[src/hdl/tmq_pkg.sv]
// Package for the text marquee scroller: sizes, codes and shared types.
// No dependencies; tmq_window and the top level import it.

package tmq_pkg;

    localparam int MSG_DEPTH = 64;
    localparam int WIN_DEPTH = 64;

    localparam int MSG_IDX_W = (MSG_DEPTH > 1) ? $clog2(MSG_DEPTH) : 1;
    localparam int WIN_IDX_W = (WIN_DEPTH > 1) ? $clog2(WIN_DEPTH) : 1;

    // Field widths fixed by the interface
    localparam int CMD_W     = 2;
    localparam int CHAR_W    = 8;
    localparam int IDX_W     = 6;
    localparam int POS_W     = 6;
    localparam int DIV_W     = 8;
    localparam int LEN_W     = 7;
    localparam int CFG_IDX_W = 2;
    localparam int CFG_DAT_W = 8;

    localparam logic [CHAR_W-1:0] SPACE_CODE = 8'h20;

    localparam logic [CMD_W-1:0] CMD_TICK    = 2'd0;
    localparam logic [CMD_W-1:0] CMD_WRITE   = 2'd1;
    localparam logic [CMD_W-1:0] CMD_RESTART = 2'd2;

    localparam logic [CFG_IDX_W-1:0] CFG_DIRECTION = 2'd0;
    localparam logic [CFG_IDX_W-1:0] CFG_STEP_DIV  = 2'd1;
    localparam logic [CFG_IDX_W-1:0] CFG_MSG_LEN   = 2'd2;
    localparam logic [CFG_IDX_W-1:0] CFG_WIN_WIDTH = 2'd3;

    typedef enum logic [1:0] {
        ST_IDLE,
        ST_SHIFT,
        ST_EMIT
    } state_t;

    // Control bundle from the sequencer to the window shift line
    typedef struct packed {
        logic              clear;
        logic              advance;
        logic              rotate;
        logic              dir;
        logic [CHAR_W-1:0] feed_char;
    } win_ctrl_t;

endpackage

[src/hdl/tmq_ram.sv]
// Generic single-write, single-read RAM with registered read data.
// No dependencies.

module tmq_ram #(
    parameter int WIDTH = 8,
    parameter int DEPTH = 64,
    localparam int ADDR_W = (DEPTH > 1) ? $clog2(DEPTH) : 1
) (
    input  logic                  clk,
    input  logic                  we,
    input  logic [ADDR_W-1:0]     waddr,
    input  logic [WIDTH-1:0]      wdata,
    input  logic [ADDR_W-1:0]     raddr,
    output logic [WIDTH-1:0]      rdata
);

    logic [WIDTH-1:0] mem [DEPTH];

    always_ff @(posedge clk)
    begin
        if (we)
        begin
            mem[waddr] <= wdata;
        end
        rdata <= mem[raddr];
    end

endmodule

[src/hdl/tmq_window.sv]
// Window shift line: clear, advance with a new character, or rotate for readout.
// Depends on tmq_pkg.

module tmq_window
    import tmq_pkg::*;
(
    input  logic                 clk,
    input  logic                 rst_n,
    input  win_ctrl_t            ctrl,
    input  logic [WIN_IDX_W-1:0] last_idx,
    output logic [CHAR_W-1:0]    head
);

    logic [CHAR_W-1:0] cell_reg  [WIN_DEPTH];
    logic [CHAR_W-1:0] cell_next [WIN_DEPTH];

    genvar g;
    generate
        for (g = 0; g < WIN_DEPTH; g++)
        begin : g_cell
            localparam int NXT = (g + 1) % WIN_DEPTH;
            localparam int PRV = (g + WIN_DEPTH - 1) % WIN_DEPTH;
            localparam logic [WIN_IDX_W-1:0] IDX = WIN_IDX_W'(g);

            always_comb
            begin
                cell_next[g] = cell_reg[g];
                if (ctrl.clear)
                begin
                    cell_next[g] = SPACE_CODE;
                end
                else if (ctrl.advance && ctrl.dir)
                begin
                    if (IDX == '0)
                    begin
                        cell_next[g] = ctrl.feed_char;
                    end
                    else if (IDX <= last_idx)
                    begin
                        cell_next[g] = cell_reg[PRV];
                    end
                end
                else if (ctrl.advance || ctrl.rotate)
                begin
                    if (IDX < last_idx)
                    begin
                        cell_next[g] = cell_reg[NXT];
                    end
                    else if (IDX == last_idx)
                    begin
                        cell_next[g] = ctrl.rotate ? cell_reg[0] : ctrl.feed_char;
                    end
                end
            end

            always_ff @(posedge clk or negedge rst_n)
            begin
                if (!rst_n)
                begin
                    cell_reg[g] <= SPACE_CODE;
                end
                else
                begin
                    cell_reg[g] <= cell_next[g];
                end
            end
        end
    endgenerate

    assign head = cell_reg[0];

endmodule

[src/hdl/text_marquee_scroller_top.sv]
// Top level of the text marquee scroller: sequencer, counters and config.
// Depends on tmq_pkg, tmq_ram and tmq_window.
//
//  channel  | signals                                   | direction
//  ---------+-------------------------------------------+----------
//  item     | item_valid/item_ready, command,           | in
//           | char_index, char_value                    |
//  result   | result_valid/result_ready, position,      | out
//           | glyph, last                               |
//  config   | cfg_write, cfg_index, cfg_data            | in
//
// A write, restart, skipped tick or unused command is handled in ST_IDLE.
// An advancing tick reads the message RAM, shifts the window in ST_SHIFT,
// then in ST_EMIT gives one result beat per window position, paced by
// the single head tap of the rotating window line.
// Reset fills the window with spaces and clears every counter at once.
// A stalled result beat holds the window; no new item is taken until the
// last beat of the run has gone.

module text_marquee_scroller_top
    import tmq_pkg::*;
(
    input  logic                 clk,
    input  logic                 rst_n,
    input  logic                 item_valid,
    output logic                 item_ready,
    input  logic [CMD_W-1:0]     command,
    input  logic [IDX_W-1:0]     char_index,
    input  logic [CHAR_W-1:0]    char_value,
    output logic                 result_valid,
    input  logic                 result_ready,
    output logic [POS_W-1:0]     position,
    output logic [CHAR_W-1:0]    glyph,
    output logic                 last,
    input  logic                 cfg_write,
    input  logic [CFG_IDX_W-1:0] cfg_index,
    input  logic [CFG_DAT_W-1:0] cfg_data
);

    localparam logic [LEN_W-1:0] MSG_DEPTH_L = LEN_W'(MSG_DEPTH);
    localparam logic [LEN_W-1:0] WIN_DEPTH_L = LEN_W'(WIN_DEPTH);

    state_t state_reg, state_next;

    logic             direction_reg;
    logic [DIV_W-1:0] step_div_reg;
    logic [LEN_W-1:0] msg_len_reg;
    logic [LEN_W-1:0] win_width_reg;

    logic [LEN_W-1:0]     msg_ptr_reg, msg_ptr_next;
    logic [LEN_W-1:0]     gap_cnt_reg, gap_cnt_next;
    logic [DIV_W-1:0]     tick_cnt_reg, tick_cnt_next;
    logic [WIN_IDX_W-1:0] pos_reg, pos_next;
    logic                 feed_space_reg, feed_space_next;

    logic [LEN_W-1:0]     len_eff;
    logic [LEN_W-1:0]     width_eff;
    logic [WIN_IDX_W-1:0] last_idx;
    logic [LEN_W-1:0]     fetch_k;
    logic [LEN_W-1:0]     fetch_idx;

    logic                 item_beat;
    logic                 ram_we;
    logic [CHAR_W-1:0]    ram_rdata;
    win_ctrl_t            win_ctrl;
    logic [CHAR_W-1:0]    head;

    // Clamp the length and width registers to what the stores hold; a zero width counts as one
    assign len_eff   = (msg_len_reg > MSG_DEPTH_L) ? MSG_DEPTH_L : msg_len_reg;
    assign width_eff = (win_width_reg == '0) ? LEN_W'(1)
                     : (win_width_reg > WIN_DEPTH_L) ? WIN_DEPTH_L : win_width_reg;
    assign last_idx  = WIN_IDX_W'(width_eff - LEN_W'(1));

    // Feed count k: the pointer while the message runs, else zero on a wrap
    assign fetch_k   = (msg_ptr_reg < len_eff) ? msg_ptr_reg : '0;
    assign fetch_idx = direction_reg ? (len_eff - LEN_W'(1) - fetch_k) : fetch_k;

    assign item_ready = (state_reg == ST_IDLE);
    assign item_beat  = item_valid && item_ready;
    assign ram_we     = item_beat && (command == CMD_WRITE);

    tmq_ram #(
        .WIDTH (CHAR_W),
        .DEPTH (MSG_DEPTH)
    ) u_msg_ram (
        .clk   (clk),
        .we    (ram_we),
        .waddr (MSG_IDX_W'(char_index)),
        .wdata (char_value),
        .raddr (MSG_IDX_W'(fetch_idx)),
        .rdata (ram_rdata)
    );

    tmq_window u_window (
        .clk      (clk),
        .rst_n    (rst_n),
        .ctrl     (win_ctrl),
        .last_idx (last_idx),
        .head     (head)
    );

    // Sequencer: next state, counters and window control
    always_comb
    begin
        state_next       = state_reg;
        msg_ptr_next     = msg_ptr_reg;
        gap_cnt_next     = gap_cnt_reg;
        tick_cnt_next    = tick_cnt_reg;
        pos_next         = pos_reg;
        feed_space_next  = feed_space_reg;
        win_ctrl.clear     = 1'b0;
        win_ctrl.advance   = 1'b0;
        win_ctrl.rotate    = 1'b0;
        win_ctrl.dir       = direction_reg;
        win_ctrl.feed_char = feed_space_reg ? SPACE_CODE : ram_rdata;
        result_valid     = 1'b0;

        case (state_reg)
            ST_IDLE:
            begin
                if (item_beat)
                begin
                    case (command)
                        CMD_RESTART:
                        begin
                            win_ctrl.clear = 1'b1;
                            msg_ptr_next   = '0;
                            gap_cnt_next   = '0;
                            tick_cnt_next  = '0;
                        end
                        CMD_TICK:
                        begin
                            if (tick_cnt_reg < step_div_reg)
                            begin
                                tick_cnt_next = tick_cnt_reg + DIV_W'(1);
                            end
                            else
                            begin
                                tick_cnt_next = '0;
                                pos_next      = '0;
                                state_next    = ST_SHIFT;
                                if (msg_ptr_reg < len_eff)
                                begin
                                    feed_space_next = 1'b0;
                                    msg_ptr_next    = msg_ptr_reg + LEN_W'(1);
                                end
                                else if (width_eff > len_eff)
                                begin
                                    // Gap space; after the last one restart the message
                                    feed_space_next = 1'b1;
                                    if (gap_cnt_reg == (width_eff - len_eff))
                                    begin
                                        gap_cnt_next = '0;
                                        msg_ptr_next = '0;
                                    end
                                    else
                                    begin
                                        gap_cnt_next = gap_cnt_reg + LEN_W'(1);
                                    end
                                end
                                else
                                begin
                                    // Message fills the window: wrap with no gap
                                    feed_space_next = 1'b0;
                                    msg_ptr_next    = LEN_W'(1);
                                end
                            end
                        end
                        default:
                        begin
                            // Writes go straight to the RAM; unused codes drop
                        end
                    endcase
                end
            end
            ST_SHIFT:
            begin
                win_ctrl.advance = 1'b1;
                state_next       = ST_EMIT;
            end
            ST_EMIT:
            begin
                result_valid = 1'b1;
                if (result_ready)
                begin
                    win_ctrl.rotate = 1'b1;
                    pos_next        = pos_reg + WIN_IDX_W'(1);
                    if (pos_reg == last_idx)
                    begin
                        state_next = ST_IDLE;
                    end
                end
            end
            default:
            begin
                state_next = ST_IDLE;
            end
        endcase
    end

    assign position = POS_W'(pos_reg);
    assign glyph    = head;
    assign last     = (pos_reg == last_idx);

    always_ff @(posedge clk or negedge rst_n)
    begin
        if (!rst_n)
        begin
            state_reg      <= ST_IDLE;
            msg_ptr_reg    <= '0;
            gap_cnt_reg    <= '0;
            tick_cnt_reg   <= '0;
            pos_reg        <= '0;
            feed_space_reg <= 1'b0;
        end
        else
        begin
            state_reg      <= state_next;
            msg_ptr_reg    <= msg_ptr_next;
            gap_cnt_reg    <= gap_cnt_next;
            tick_cnt_reg   <= tick_cnt_next;
            pos_reg        <= pos_next;
            feed_space_reg <= feed_space_next;
        end
    end

    // Configuration registers: take the write on the enable, no handshake
    always_ff @(posedge clk or negedge rst_n)
    begin
        if (!rst_n)
        begin
            direction_reg <= 1'b0;
            step_div_reg  <= '0;
            msg_len_reg   <= LEN_W'(1);
            win_width_reg <= WIN_DEPTH_L;
        end
        else if (cfg_write)
        begin
            case (cfg_index)
                CFG_DIRECTION: direction_reg <= cfg_data[0];
                CFG_STEP_DIV:  step_div_reg  <= cfg_data[DIV_W-1:0];
                CFG_MSG_LEN:   msg_len_reg   <= cfg_data[LEN_W-1:0];
                CFG_WIN_WIDTH: win_width_reg <= cfg_data[LEN_W-1:0];
                default:       direction_reg <= direction_reg;
            endcase
        end
    end

endmodule

[config.mk]
export PLATFORM = sky130hd
export DESIGN_NAME = text_marquee_scroller_top
export DESIGN_NICKNAME = d
export VERILOG_FILES = /design/src/hdl/tmq_pkg.sv /design/src/hdl/tmq_ram.sv /design/src/hdl/tmq_window.sv /design/src/hdl/text_marquee_scroller_top.sv
export SDC_FILE = /design/constraint.sdc
export NUM_CORES = 2
export LEC_CHECK = 0
export BUFFER_PORTS_ARGS = -buffer_cell sky130_fd_sc_hd__buf_4
export CAP_MARGIN = 20
export CORE_MARGIN = 8
export CORE_UTILIZATION = 60
export DETAILED_ROUTE_END_ITERATION = 6
export PLACE_DENSITY_LB_ADDON = 0.2
export SLEW_MARGIN = 20
export SYNTH_ARGS = -nofsm -noshare
export SYNTH_HDL_FRONTEND = slang
export SYNTH_SLANG_ARGS = --single-unit
[constraint.sdc]
create_clock -name clk -period 4.56 [get_ports clk]
set_clock_uncertainty 0.05 [all_clocks]
set_input_delay 0.228 -clock clk [delete_from_list [all_inputs] [get_ports clk]]
set_output_delay 0.228 -clock clk [all_outputs]
set_load 0.02 [all_outputs]
# After elaboration in Yosys (flattened, before gate mapping)
# Memories as Yosys holds them, arrays and structs flattened. A register that Yosys moved wholly into a read port is not among the register bits.
# Index checks and enable logic that the tools add are counted.
# Widths: inputs -> output; s select.
# word_totals
register_bits,566
latch_bits,0
ramBits,512
romBits,0
input_bits,31
output_inout_bits,17
wordCells,934
memories,1
# op_classes
addsub,8
multipliers,0
n_div,0
order_cmp,132
n_eq_ne,144
shifts,0
n_mux,424
n_bitwise,1
reduce_logical,150
# memory_table
name,depth,width,read_ports,rd_clocked_by_memory_dff,wr,line,rtl
u_msg_ram.mem,64,8,1,1,1,tmq_ram.sv:17,logic [WIDTH-1:0] mem [DEPTH];
# op_table
cell,n
$mux 8,386
$reduce_bool 4->1,64
$eq 6x6->1 const A,32
$le 6x6->1 const A,32
$lt 6x6->1 const A,32
$reduce_and 3->1,64
$ne 3x1->1 const B,58
$eq 5x6->1 const A,16
$le 5x6->1 const A,16
$lt 5x6->1 const A,16
$mux 7,11
$eq 4x6->1 const A,8
$le 4x6->1 const A,8
$lt 4x6->1 const A,8
$mux 6,6
$pmux 7 s2,2
$eq 3x6->1 const A,4
$le 3x6->1 const A,4
$lt 3x6->1 const A,4
$pmux 8 s2,1
$ne 3x2->1 const B,5
$reduce_and 5->1,3
$add 7x1->7 const B,2
$gt 7x7->1 const B,2
other kinds (36),75

# Logic depth before layout (Yosys ltp)
# logic_depth
ltp_word,10
depth_mapped,21
depth_no_buf,18

# By module
# From an unflattened synthesis, not the netlist that was laid out.
# hier_totals
cells_unflattened,4807
hier_area_um2,54778.8
# by_module_without_submodules
module,n_inst,cells_per_inst,area_each_um2,seq_area_each_um2
tmq_window,1,3381,30549.3,12892.4
tmq_ram,1,996,20302.0,15534.9
text_marquee_scroller_top,1,430,3927.5,1353.8

# Worst setup path before layout
# OpenSTA, ideal clock, no wires.
# synth_path
path_kind,register to register
startpoint,reg msg_len_reg[6]
endpoint,reg u_msg_ram.rdata[3] (read register of u_msg_ram.mem)
setup_ps,60
t_arrival_ps,4063
required_ps,4450
slack_ps,388
stages_incl_launch_ff,19
path_buffers,2
synth_period_minus_slack_ps,4172
cell_sequence,dfrtp_1 nand2b_1 ha_1 a211o_1 a31oi_1 o21a_1 buf_2 nand2_1 ha_1 fa_1 xnor2_1 nor2_1 a31oi_1 nand2_1 clkbuf_1 a221oi_1 a311oi_1 a22oi_1 o311a_1
# synth_via
elab_chain_cells,6
elab_cells_between_ends,7
cone_classes,add/sub: 2; order compare: 2; mux: 3
# synth_rtl
item,line,rtl
from (decl),text_marquee_scroller_top.sv:47,logic [LEN_W-1:0] msg_len_reg;
from (signal assigned),text_marquee_scroller_top.sv:242,CFG_MSG_LEN: msg_len_reg <= cfg_data[LEN_W-1:0];
$gt 7x7->1,text_marquee_scroller_top.sv:69,assign len_eff = (msg_len_reg > MSG_DEPTH_L) ? MSG_DEPTH_L : msg_len_reg;
$mux 7 (*),text_marquee_scroller_top.sv:69,
$lt 7x7->1,text_marquee_scroller_top.sv:75,assign fetch_k = (msg_ptr_reg < len_eff) ? msg_ptr_reg : '0;
$mux 6,text_marquee_scroller_top.sv:75,
$sub 6x6->6,text_marquee_scroller_top.sv:76,assign fetch_idx = direction_reg ? (len_eff - LEN_W'(1) - fetch_k) : fetch_k;
$mux 6 (*),text_marquee_scroller_top.sv:76,
to (decl),tmq_ram.sv:14,output logic [WIDTH-1:0] rdata
# Mark *: on every way between the ends. The rest lies on a longest branch, timed or not.
# A chain may end at the register's enable or synchronous reset.

# Final worst setup path
# layout_path
startpoint,reg msg_len_reg[6]
endpoint,reg u_msg_ram.rdata[2] (read register of u_msg_ram.mem)
# The elaborated chain is that of the path after synthesis.

==> qor.csv <==
metric,value,unit
outcome,"finished, final reports clean",
Critical path destination,u_msg_ram.rdata[2],
FF+latch area,29800,sq um
Die Area,100000,sq um
global placement routability congestion,0.915,
Detail Placement HPWL,101000,um
CP Launch Point,msg_len_reg[6],
post-route cell area,60200,sq um
number of synthesized flops with an enable pin,512,
grt ovf,0,
first-pass GRT wire length,246000,um
worst slew pin tran,1.08,ns
Post-route DRC,0,
Arrival @ worst endpoint,4.95,ns
R2R cell count,17,
1st-iter DRT viols,5197,
fin worst setup slack,0.191,ns
CP peak stage delay,0.57,ns
Worst R2R Start,msg_len_reg[6],
Yosys reg bits,1086,
layout cells sized above 1,11.9,%
clk sinks,1086,
IO Count,48,
drt via density,6.53,
final slew viol count,0,
Max-Cap Viols,0,
Design Power,0.0349,W
crit path buf inv count,2,
ANT cells,0,
core box area,89700,sq um
Synth Warn #,0,
Final Hold Fails,0,
mean post-synth cell area,9.77,sq um
Worst Setup Slack post-DPL,-0.0827,ns
initial antenna violation count,1,
Final setup viols,0,
Worst setup EP type,flop,
maximum clock path buffer count,3,
Skew-Pair Late Insertion Delay,0.72,ns
Lkg Pwr,23.1,nW
Finished Layout Cells,6734,
critical path startpoint category,flop,
wire length per cell,23.5,um
crit-path max FO,28,
pin count of the biggest net entering global routing,200,
max reg flops,512,
DP Area,55800,sq um
CP top delay family,compound AO/OA/AOI/OAI gates,
Async SR Flop Fraction,52.1,%
Cells after DPL,6498,
Netlist cell types,98,
cts bufs inserted,111,
worst path cell trace,nand2b_1 -> ha_1 -> a211o_1 -> a31oi_1 -> o21a_2 -> nand2_1 -> ha_1 -> fa_1 -> nand2_4 -> nand2_8 -> buf_12 -> buf_4 -> nand2_1 -> and3_1 -> a311oi_1 -> nor4_2 -> o22ai_1,
post-route minimum period,4.37,ns
Die H,316,um
cell count along the critical path,17,
All-Layer GR Usage,31.0,%
# fillers,6897,
Routed WL,158000,um
Multi-input gate area,22600,sq um
register area share after synthesis,55.0,%
Crit-path slowest cell,a311oi_1,
Power Density,581,nW/um^2
Worst VDD drop,0.000427,V
"Clk pin slew, worst setup/hold paths",0.06,ns
Root Driver,clkbuf_16,
Die Wd,316,um
kind of critical path,flop to flop,
Port Buffers,47,
H-tree depth,3,
final worst-path cycle share,95.8,%
# nets final,5527,
"Req. time, crit path",5.14,ns
area grow syn2layout,11.2,%
DR pass1 iterations,6,
dominant synthesized flop cell,edfxtp_1,
relative slew slack,27.6,%
Initial Util,60.3,%
Worst R2R End,u_msg_ram.rdata[2],
antenna-violating nets left,0,
Post-Synthesis Cell Area,54100,sq um
row cnt,110,
Max Clock Freq,0.229,GHz
DR vias,44000,
post-synth net total,5606,
CTS tree,done,
Final TNS setup,0,ns
Mapped Cells,5540,
hold crit path type,primary input to flop,
r2r setup slk,0.19,ns
number of global-route vias before repair,42400,
-- per-stage QoR --
step                utilization, %  hold slack (ns)
global route                  67.0           0.0596
CTS                           66.8           0.0204
global placement              62.2            0.326
finish                        67.0           0.0717
detailed placement            62.2            0.327
floorplan                        -           -0.118
-- report_power, final --
part	internal (W)	switching, W
clock	0.00581	0.00399
sequential	0.0120	0.00140
combinational	0.00435	0.00742
total	0.0221	0.0128
-- area by class of cell --
cell class                 count  area share [%]
inverter                      45           0.281
tap                         1176            2.45
clock buffer                 166            5.50
sequential                  1086            49.5
clock inverter                44            1.06
multi-input combinational   3979            37.6
timing repair buffer         238            3.61
-- per-layer routing --
| layer | track usage (%) | vias to the layer above | share of wire (%) |
|---|---|---|---|
| met5 | 0 | - | 0.0082 |
| met4 | 15.1 | 2 | 5.3 |
| met3 | 5.50 | 412 | 7.8 |
| met2 | 49.5 | 1958 | 47 |
| met1 | 41.1 | 21500 | 40 |
| li1 | - | 20100 | - |
-- how the worst min path moves through the flow --
stage / to / cells past startpoint / slack, ns / startpoint
after floorplan: direction_reg / 0 / -0.12 / rst_n
after global placement: u_window.cell_reg[265] / 1 / 0.33 / rst_n
after detailed placement: u_window.cell_reg[265] / 1 / 0.33 / rst_n
after CTS: u_msg_ram.mem[32][7] / 1 / 0.02 / char_value[7]
after global routing: u_msg_ram.mem[32][7] / 1 / 0.06 / char_value[7]
final: u_msg_ram.mem[24][7] / 1 / 0.07 / char_value[7]
-- timing repair --
item,CTS,global route
gates resized for setup,6,31
buffers inserted,2,4
endpoints found under the setup margin,6,32
gates cloned,1,2
hold buffers,15,0
pin swaps,0,1
hold endpoints to repair,119,0
-- synth_stat cells (9+ instances only) --
| cell | count | area (sq um) |
|---|---|---|
| a211oi_1 | 240 | 1800 |
| a21o_1 | 11 | 82.6 |
| a21oi_1 | 503 | 2520 |
| a21oi_2 | 11 | 96.3 |
| a221oi_1 | 25 | 219 |
| a22o_1 | 104 | 911 |
| a22oi_1 | 67 | 503 |
| a311oi_1 | 19 | 166 |
| a31o_2 | 28 | 245 |
| a31oi_1 | 10 | 62.6 |
| a32o_1 | 9 | 90.1 |
| a32oi_1 | 17 | 149 |
| and2_1 | 13 | 81.3 |
| and3_1 | 40 | 250 |
| buf_1 | 39 | 146 |
| buf_2 | 101 | 505 |
| buf_4 | 22 | 165 |
| clkbuf_1 | 262 | 983 |
| dfrtp_1 | 500 | 12500 |
| dfstp_2 | 66 | 1730 |
| edfxtp_1 | 512 | 15400 |
| ha_1 | 33 | 413 |
| inv_1 | 44 | 165 |
| mux2_2 | 33 | 372 |
| mux2i_1 | 163 | 1630 |
| nand2_1 | 849 | 3190 |
| nand2b_1 | 12 | 75.1 |
| nand3_1 | 233 | 1170 |
| nor2_1 | 506 | 1900 |
| nor2_2 | 12 | 75.1 |
| nor2b_1 | 25 | 156 |
| nor3_1 | 38 | 190 |
| nor4_1 | 10 | 62.6 |
| o211ai_1 | 57 | 428 |
| o21a_1 | 9 | 67.6 |
| o21ai_0 | 614 | 3070 |
| o21ai_1 | 65 | 325 |
| o22ai_1 | 23 | 144 |
| o31ai_1 | 23 | 173 |
| or2_2 | 9 | 56.3 |
| xnor2_1 | 21 | 184 |
| xor2_1 | 10 | 87.6 |
-- cell usage in the layout, fill, tap and decap left out, types with 11 or more instances in the layout --
cell / n
mux2_2: 33
o22ai_1: 23
a22oi_1: 67
a311oi_1: 14
clkbuf_8: 28
nand2b_1: 11
edfxtp_1: 512
clkbuf_16: 114
dfstp_2: 66
nor2_1: 500
mux2i_1: 156
a21oi_2: 12
o31ai_1: 22
inv_1: 43
nor2b_1: 25
xnor2_1: 21
and3_1: 40
a21oi_1: 502
a31o_2: 28
o21ai_0: 612
buf_4: 193
a21o_1: 11
buf_12: 23
nand2_1: 842
a32oi_1: 17
o211ai_1: 57
a22o_1: 104
clkbuf_1: 25
a211oi_1: 240
dlygate4sd3_1: 15
ha_1: 33
nor2_2: 17
bufinv_16: 14
clkinv_2: 17
nand3_1: 233
o21ai_1: 63
dfrtp_1: 500
a221oi_1: 25
nor3_1: 37
-- kinds of logic after synthesis --
logic type | count (synthesis) | share of synthesized area (%)
AOI/OAI and AO/OA | 1904 | 21.8
and+or+nand+nor | 1810 | 14.3
DFF | 1086 | 55.0
buffers and inverters | 477 | 3.81
muxes | 196 | 3.70
adders and majority gates | 35 | 0.837
xor gates and xnor gates | 32 | 0.532
-- worst register-to-register path, delay by kind of cell, from the launching register on --
kind / cells / cell delay, ns
AO/OA/AOI/OAI: 5 / 1.37
adder cells (fa/ha/maj): 3 / 1.05
AND/OR/NAND/NOR: 7 / 0.94
buffers and inverters: 2 / 0.44
flip-flops: 1 / 0.43
(Power assumes the default switching activity.)
